<file path="src/rsfth_pkg.sv">
package rsfth_pkg;

  localparam int unsigned NumBytes  = 16;
  localparam int unsigned HashWidth = 32;
  localparam int unsigned InWidth   = 96;
  localparam int unsigned NumGroups = 4;
  localparam int unsigned GroupSize = NumBytes / NumGroups;

  localparam logic [HashWidth-1:0] MultStart = 32'd63689;
  localparam logic [HashWidth-1:0] MultStep  = 32'd378551;

  typedef logic [HashWidth-1:0] hash_t;

  // Weight of byte k in the final hash: product of the multipliers used
  // after byte k was absorbed, modulo 2^32.
  function automatic hash_t byte_weight(input int unsigned k);
    hash_t       wgt;
    hash_t       mult;
    logic [63:0] tmp;
    wgt  = 32'd1;
    mult = MultStart;
    for (int unsigned j = 0; j < NumBytes; j++) begin
      if (j > k) begin
        tmp = 64'(wgt) * 64'(mult);
        wgt = tmp[31:0];
      end
      tmp  = 64'(mult) * 64'(MultStep);
      mult = tmp[31:0];
    end
    return wgt;
  endfunction

endpackage

</file>
<file path="src/rs_flow_tuple_hash.sv">
// RS hash of a connection four-tuple, one tuple per cycle unless out_tready stalls.
// An accepted input word passes the product, partial-sum and final-sum register
// stages before out_tvalid; throughput one word per cycle when not stalled.
// Each stage holds its word while the stage after it is full and stalled.
// Reset (rst_n low, synchronous) empties all stages; payload is not cleared.
module rs_flow_tuple_hash (
  input  logic                                clk,
  input  logic                                rst_n,
  input  logic                                in_tvalid,
  output logic                                in_tready,
  // [31:0] local_address, [47:32] local_port_number,
  // [79:48] remote_address, [95:80] remote_port_number
  input  logic [rsfth_pkg::InWidth-1:0]       in_tdata,
  output logic                                out_tvalid,
  input  logic                                out_tready,
  // [31:0] flow_hash
  output logic [rsfth_pkg::HashWidth-1:0]     out_tdata
);
  import rsfth_pkg::*;

  // The recurrence hash = hash*a + byte uses a fixed sequence of a, so the
  // hash is a sum of each sign-extended byte times a constant weight.
  // Stage 1 forms the sixteen products, stage 2 adds them in groups of four,
  // stage 3 adds the four partial sums.

  logic [8*NumBytes-1:0] tuple_bytes;
  hash_t                 prod_nxt [NumBytes];
  hash_t                 prod_r   [NumBytes];
  hash_t                 sum4_nxt [NumGroups];
  hash_t                 sum4_r   [NumGroups];
  hash_t                 hash_nxt;
  hash_t                 hash_r;
  logic                  v1_r, v2_r, out_valid_r;
  logic                  rdy1, rdy2, rdy3;

  // Ports enter as four-byte fields with two zero upper bytes.
  assign tuple_bytes = {16'h0000, in_tdata[95:80], in_tdata[79:48],
                        16'h0000, in_tdata[47:32], in_tdata[31:0]};

  // Advance a stage when the next one is empty or moving.
  assign rdy3      = !out_valid_r || out_tready;
  assign rdy2      = !v2_r || rdy3;
  assign rdy1      = !v1_r || rdy2;
  assign in_tready = rdy1;

  // Only the low 32 bits of each product matter, so keep the multiply at 32 bits.
  for (genvar k = 0; k < NumBytes; k++) begin : g_lane
    localparam hash_t Weight = byte_weight(k);
    logic [7:0]  b;
    hash_t       b_ext;
    always_comb begin
      b           = tuple_bytes[8*k +: 8];
      b_ext       = {{(HashWidth-8){b[7]}}, b};
      prod_nxt[k] = b_ext * Weight;
    end
  end

  always_comb begin
    for (int g = 0; g < NumGroups; g++) begin
      sum4_nxt[g] = prod_r[GroupSize*g] + prod_r[GroupSize*g+1]
                  + prod_r[GroupSize*g+2] + prod_r[GroupSize*g+3];
    end
    hash_nxt = sum4_r[0] + sum4_r[1] + sum4_r[2] + sum4_r[3];
  end

  // Valid bits.
  always_ff @(posedge clk) begin
    if (!rst_n) begin
      v1_r        <= 1'b0;
      v2_r        <= 1'b0;
      out_valid_r <= 1'b0;
    end else begin
      if (rdy1) v1_r        <= in_tvalid;
      if (rdy2) v2_r        <= v1_r;
      if (rdy3) out_valid_r <= v2_r;
    end
  end

  // Payload: load only when a word actually moves in.
  always_ff @(posedge clk) begin
    if (rdy1 && in_tvalid) prod_r <= prod_nxt;
    if (rdy2 && v1_r)      sum4_r <= sum4_nxt;
    if (rdy3 && v2_r)      hash_r <= hash_nxt;
  end

  assign out_tvalid = out_valid_r;
  assign out_tdata  = hash_r;

endmodule

</file>
<file path="config.mk">
export PLATFORM = sky130hd
export DESIGN_NAME = rs_flow_tuple_hash
export DESIGN_NICKNAME = d
export VERILOG_FILES = /design/src/rsfth_pkg.sv /design/src/rs_flow_tuple_hash.sv
export SDC_FILE = /design/constraint.sdc
export NUM_CORES = 2
export LEC_CHECK = 0
export BUFFER_PORTS_ARGS = -buffer_cell sky130_fd_sc_hd__buf_2
export CORE_AREA = 2 2 467 469
export CTS_BUF_LIST = sky130_fd_sc_hd__clkbuf_8
export DETAILED_ROUTE_END_ITERATION = 7
export DIE_AREA = 0 0 469 471
export PLACE_DENSITY = 0.42
export SYNTH_ARGS = -nofsm -noshare
export SYNTH_HDL_FRONTEND = slang
export SYNTH_SLANG_ARGS = --single-unit
</file>
<file path="constraint.sdc">
create_clock -name clk -period 27.8 [get_ports clk]
set_input_delay 1.39 -clock clk [delete_from_list [all_inputs] [get_ports clk]]
set_output_delay 1.39 -clock clk [all_outputs]
set_load 0.01 [all_outputs]
</file>
# [Word-level counts from Yosys, hierarchy flattened]
# Index checks and enable logic that the tools add are counted.
# Widths: inputs -> output; s select.
[totals] reg_bits=547 latchBits=0 ram_bits=0 rom_bits=0 inputBits=100 memories=0
[op_classes] n_addsub=11 mul=12 n_div=0 magnitude_cmp=0 eq_ne=0 shifts=0 muxes=0 bitwise_logic=0 n_reduce_logical=9
[ops] operator="$add 32x32->32" count=11
[ops] operator="$mul 8x29->32 const B" count=5
[ops] operator="$mul 8x31->32 const B" count=5
[ops] operator="$mul 8x32->32 const B" count=2
[ops] operator="$logic_and 1x1->1" count=3
[ops] operator="$logic_not 1->1" count=3
[ops] operator="$logic_or 1x1->1" count=3

# [Depth between registers and ports, before layout]
[logic_depth] depth_word=5 ltp_mapped=21

# [Worst setup path before layout]
# OpenSTA, ideal clock, no wires.
[synth_path] path_kind="reg2reg" start="register v1_r" end="register prod_r[100] (netlist bit) (enable)" arrival_ps=20916 required_time_ps=26439 path_slack_ps=5523 stages_incl_launch_ff=2 synth_period_minus_slack_ps=22277 cell_sequence="dfxtp_1 a31oi_1"
[synth_via] elab_chain_cells=3
[synth_lines] element="from (decl)" line_no="rs_flow_tuple_hash.sv:33" source="logic v1_r, v2_r, out_valid_r;"
[synth_lines] element="from (signal assigned)" line_no="rs_flow_tuple_hash.sv:73" source="if (rdy1) v1_r <= in_tvalid;"
[synth_lines] element="$logic_not 1->1" line_no="rs_flow_tuple_hash.sv:43" source="assign rdy1 = !v1_r || rdy2;"
[synth_lines] element="$logic_or 1x1->1" line_no="rs_flow_tuple_hash.sv:43"
[synth_lines] element="$logic_and 1x1->1" line_no="rs_flow_tuple_hash.sv:81" source="if (rdy1 && in_tvalid) prod_r <= prod_nxt;"
[synth_lines] element="to (signal assigned)" line_no="rs_flow_tuple_hash.sv:81"
[synth_lines] element="to (decl)" line_no="rs_flow_tuple_hash.sv:28" source="hash_t prod_r [NumBytes];"
# Every way passes these cells.
# A chain may end at the register's enable or synchronous reset.

==> results.toml <==
[floorplan]
floorplan.die.height_um = 471
floorplan.rows = 171
floorplan.initialDensity_pct = 29.83
die_span_x_um = 469
io_pins = 134
placeableCoreArea_um2 = 216100
die-area_um2 = 220900

[routing]
detailedRoute.firstIterationViolations = 2252
ant_nets = 0
routedWlPerCell_um = 19.76
detail_route.vias_per_cell = 4.657
routed-via-count = 42400
totalWireLength_um = 179900
detail_route.first_pass.iterations = 5
drc = 0

[synth]
synth_largest_type_area_fraction_pct = 25.35
synth_seq_area_share_pct = 25.44
yosys_most_used_dff = "sky130_fd_sc_hd__edfxtp_1"
synth-warning-count = 0
synth_area_per_cell_um2 = 10.86
synth_top_area_cell = "sky130_fd_sc_hd__edfxtp_1"
netlist_instances = 5932
synthTopCellsByArea = "sky130_fd_sc_hd__edfxtp_1, sky130_fd_sc_hd__fa_1, sky130_fd_sc_hd__ha_1"
post_synth_num_cell_types = 82
netlist_area_um2 = 64450
synth_seq_cells = 547
number_of_synthesized_flops_with_an_enable_pin = 544
synth.net_count = 7848
synth_async_sr_flop_share_pct = 0

[cts]
tritoncts_clock_tree = "yes"
cts_buffers = 107
clk_latency_ns = 0.84
clock_tree.buffer_depth = 3
root_buffer = "sky130_fd_sc_hd__clkbuf_8"
htree_num_levels = 3
worst_setup_hold_path_clk_slew_ns = 0.06
quantity_of_hold_fixing_buffers_added_after_cts = 0
tritoncts_num_sinks = 547
post_cts_setup_buffers = 0
resized_gates_after_cts = 0

[timing]
setup-tns-final_ns = 0
report.final.setup_viol = 0
fin_crit_ns = 5.979
max_freq_mhz = 167.3
fin_worst_skew_ns = 0.08207
maxSlewViolCount = 0
max_slew.worst_pin.slew_ns = 1.127
hold_viol = 0
fin_crit_sh_pct = 21.51
max_slew_headroom_pct = 24.70
rsz0062_at_grt = "false"

[hold_path]
min_delay_path_depth = 1
holdCritStartpoint = "sum4_r[96]"
hold_path_end = "out_tdata[0]"
worstHoldPathType = "flop to flop"

[worst_setup_path]
worstPathRequired_ns = 28.36
worst_setup_path_start_kind = "input pin"
critical_path.reg2reg.startpoint = "prod_r[161]"
worst_r2r_path_depth = 15
worstPathMaxFanout = 8
reg2reg_to = "sum4_r[63]"
end_kind = "flop"
criticalPathCategory = "input pin to flop"
r2r_setup_slack_ns = 22.89
cp_data_arrival_time_ns = 6.54

[layout]
fin_util_pct = 32.76
number_of_nets_in_the_final_layout = 8079
drive_gt1_share_pct = 5.156
mostFrequentLayoutCells = "sky130_fd_sc_hd__ha_1, sky130_fd_sc_hd__inv_1, sky130_fd_sc_hd__fa_1, sky130_fd_sc_hd__edfxtp_1, sky130_fd_sc_hd__a21oi_1"
syn2layout_area_growth_pct = 9.845
layout_commonest_cell = "sky130_fd_sc_hd__ha_1"

[flow_run]
maximum_capacitance_violations = 0

[run_status]
run_status = "completed"

[placed_design]
portbufs = 133
dpl_wire_length_um = 153300
gp_routability_congestion = 0.8449

[global_route]
initial_antenna_violation_count = 14
largest_net_degree_at_the_start_of_global_routing = 74
wire_length_of_the_first_global_routing_pass_um = 276800
overall_routing_resource_usage_pct = 16.48
via_count_of_the_first_global_routing_pass = 44880
gr-total-overflow = 0
-- Yosys cell counts (13+ instances only) --
| cell type | count |
|---|---|
| sky130_fd_sc_hd__a211o_1 | 14 |
| sky130_fd_sc_hd__a211oi_1 | 39 |
| sky130_fd_sc_hd__a21o_1 | 207 |
| sky130_fd_sc_hd__a21oi_1 | 366 |
| sky130_fd_sc_hd__a31oi_1 | 41 |
| sky130_fd_sc_hd__and3_1 | 46 |
| sky130_fd_sc_hd__clkbuf_1 | 19 |
| sky130_fd_sc_hd__edfxtp_1 | 544 |
| sky130_fd_sc_hd__fa_1 | 704 |
| sky130_fd_sc_hd__ha_1 | 1112 |
| sky130_fd_sc_hd__inv_1 | 1065 |
| sky130_fd_sc_hd__nand2_1 | 187 |
| sky130_fd_sc_hd__nand2b_1 | 43 |
| sky130_fd_sc_hd__nand3_1 | 84 |
| sky130_fd_sc_hd__nand4_1 | 31 |
| sky130_fd_sc_hd__nor2_1 | 235 |
| sky130_fd_sc_hd__nor2b_1 | 67 |
| sky130_fd_sc_hd__nor3_1 | 63 |
| sky130_fd_sc_hd__nor3b_1 | 13 |
| sky130_fd_sc_hd__o211ai_1 | 24 |
| sky130_fd_sc_hd__o21a_1 | 55 |
| sky130_fd_sc_hd__o21ai_0 | 100 |
| sky130_fd_sc_hd__o21ai_1 | 72 |
| sky130_fd_sc_hd__o21bai_1 | 62 |
| sky130_fd_sc_hd__o31ai_1 | 19 |
| sky130_fd_sc_hd__or3_1 | 19 |
| sky130_fd_sc_hd__xnor2_1 | 361 |
| sky130_fd_sc_hd__xor2_1 | 116 |
-- logic make-up after synthesis --
kind of cell,Yosys count,share of synthesized area (%)
and+or+nand+nor,858,6.566
DFF,547,25.44
buffers and inverters,1085,6.319
AOI/OAI and AO/OA,1142,11.63
xor gates and xnor gates,477,6.482
muxes,7,0.1087
adders and majority gates,1816,43.45
-- metrics by stage --
| stage | hold slack (ns) | area (um2) | cells | setup slack (ns) |
|---|---|---|---|---|
| floorplan | 0.4977 | 64450 | 5932 | 5.523 |
| global placement | 0.5545 | 68710 | 8908 | 21.11 |
| detailed placement | 0.5494 | 68710 | 8908 | 21.01 |
| CTS | 0.5740 | 70790 | 9099 | 21.94 |
| global route | 0.5774 | 70800 | 9103 | 21.60 |
| finish | 0.5674 | 70800 | 9103 | 21.82 |
-- metal layers --
metal  track usage [%]  vias to the layer above  routed length [um]  share of wire [%]
li1                  -                    20860                   -                  -
met1             22.91                    20850               85080                 47
met2             27.79                      542               87000                 48
met3             1.826                      129                5248                2.9
met4             2.803                       12                2471                1.4
met5                 0                        -                  69              0.038
-- cell type report --
class	count	area, um2
antenna	4	10.01
clock buffer	108	1486
clock inverter	83	585.6
fill	22080	145300
inverter	1065	3998
multi-input combinational	4300	44020
sequential	547	16400
tap	2854	3571
timing repair buffer	142	733.2
-- flip-flops by register name (all words and copies together), names as in the netlist --
signal      flops
out_tdata      32
out_tvalid      1
prod_r        384
sum4_r        128
v1_r            1
v2_r            1
-- critical path, stage by stage --
cell and delay (ns):
sky130_fd_sc_hd__buf_2 0.26, sky130_fd_sc_hd__ha_1 0.38, sky130_fd_sc_hd__inv_1 0.13, sky130_fd_sc_hd__fa_1 0.50
sky130_fd_sc_hd__inv_1 0.04, sky130_fd_sc_hd__ha_1 0.28, sky130_fd_sc_hd__inv_1 0.08, sky130_fd_sc_hd__fa_1 0.42
sky130_fd_sc_hd__inv_1 0.07, sky130_fd_sc_hd__ha_1 0.16, sky130_fd_sc_hd__inv_1 0.06, sky130_fd_sc_hd__fa_1 0.45
sky130_fd_sc_hd__nor2b_1 0.12, sky130_fd_sc_hd__o21ai_1 0.08, sky130_fd_sc_hd__a21boi_1 0.25, sky130_fd_sc_hd__o21ai_1 0.11
sky130_fd_sc_hd__a2111oi_0 0.62, sky130_fd_sc_hd__o21ai_1 0.18, sky130_fd_sc_hd__a211oi_1 0.46, sky130_fd_sc_hd__a31oi_1 0.18
sky130_fd_sc_hd__a31oi_1 0.22, sky130_fd_sc_hd__xor2_1 0.08
-- how the worst max path moves through the flow --
stage / startpoint / slack [ns] / endpoint / depth (start not counted)
after floorplan: v1_r / 5.52 / prod_r[100] / 1
after global placement: in_tdata[53] / 21.11 / prod_r[255] / 20
after detailed placement: in_tdata[53] / 21.01 / prod_r[255] / 20
after CTS: in_tdata[53] / 21.94 / prod_r[255] / 20
after global routing: in_tdata[64] / 21.60 / prod_r[186] / 22
final: in_tdata[64] / 21.82 / prod_r[186] / 22
Power is left out: the tool's default activity adds up to more than one toggle a clock period on the data nets, which glitch-free logic cannot reach.
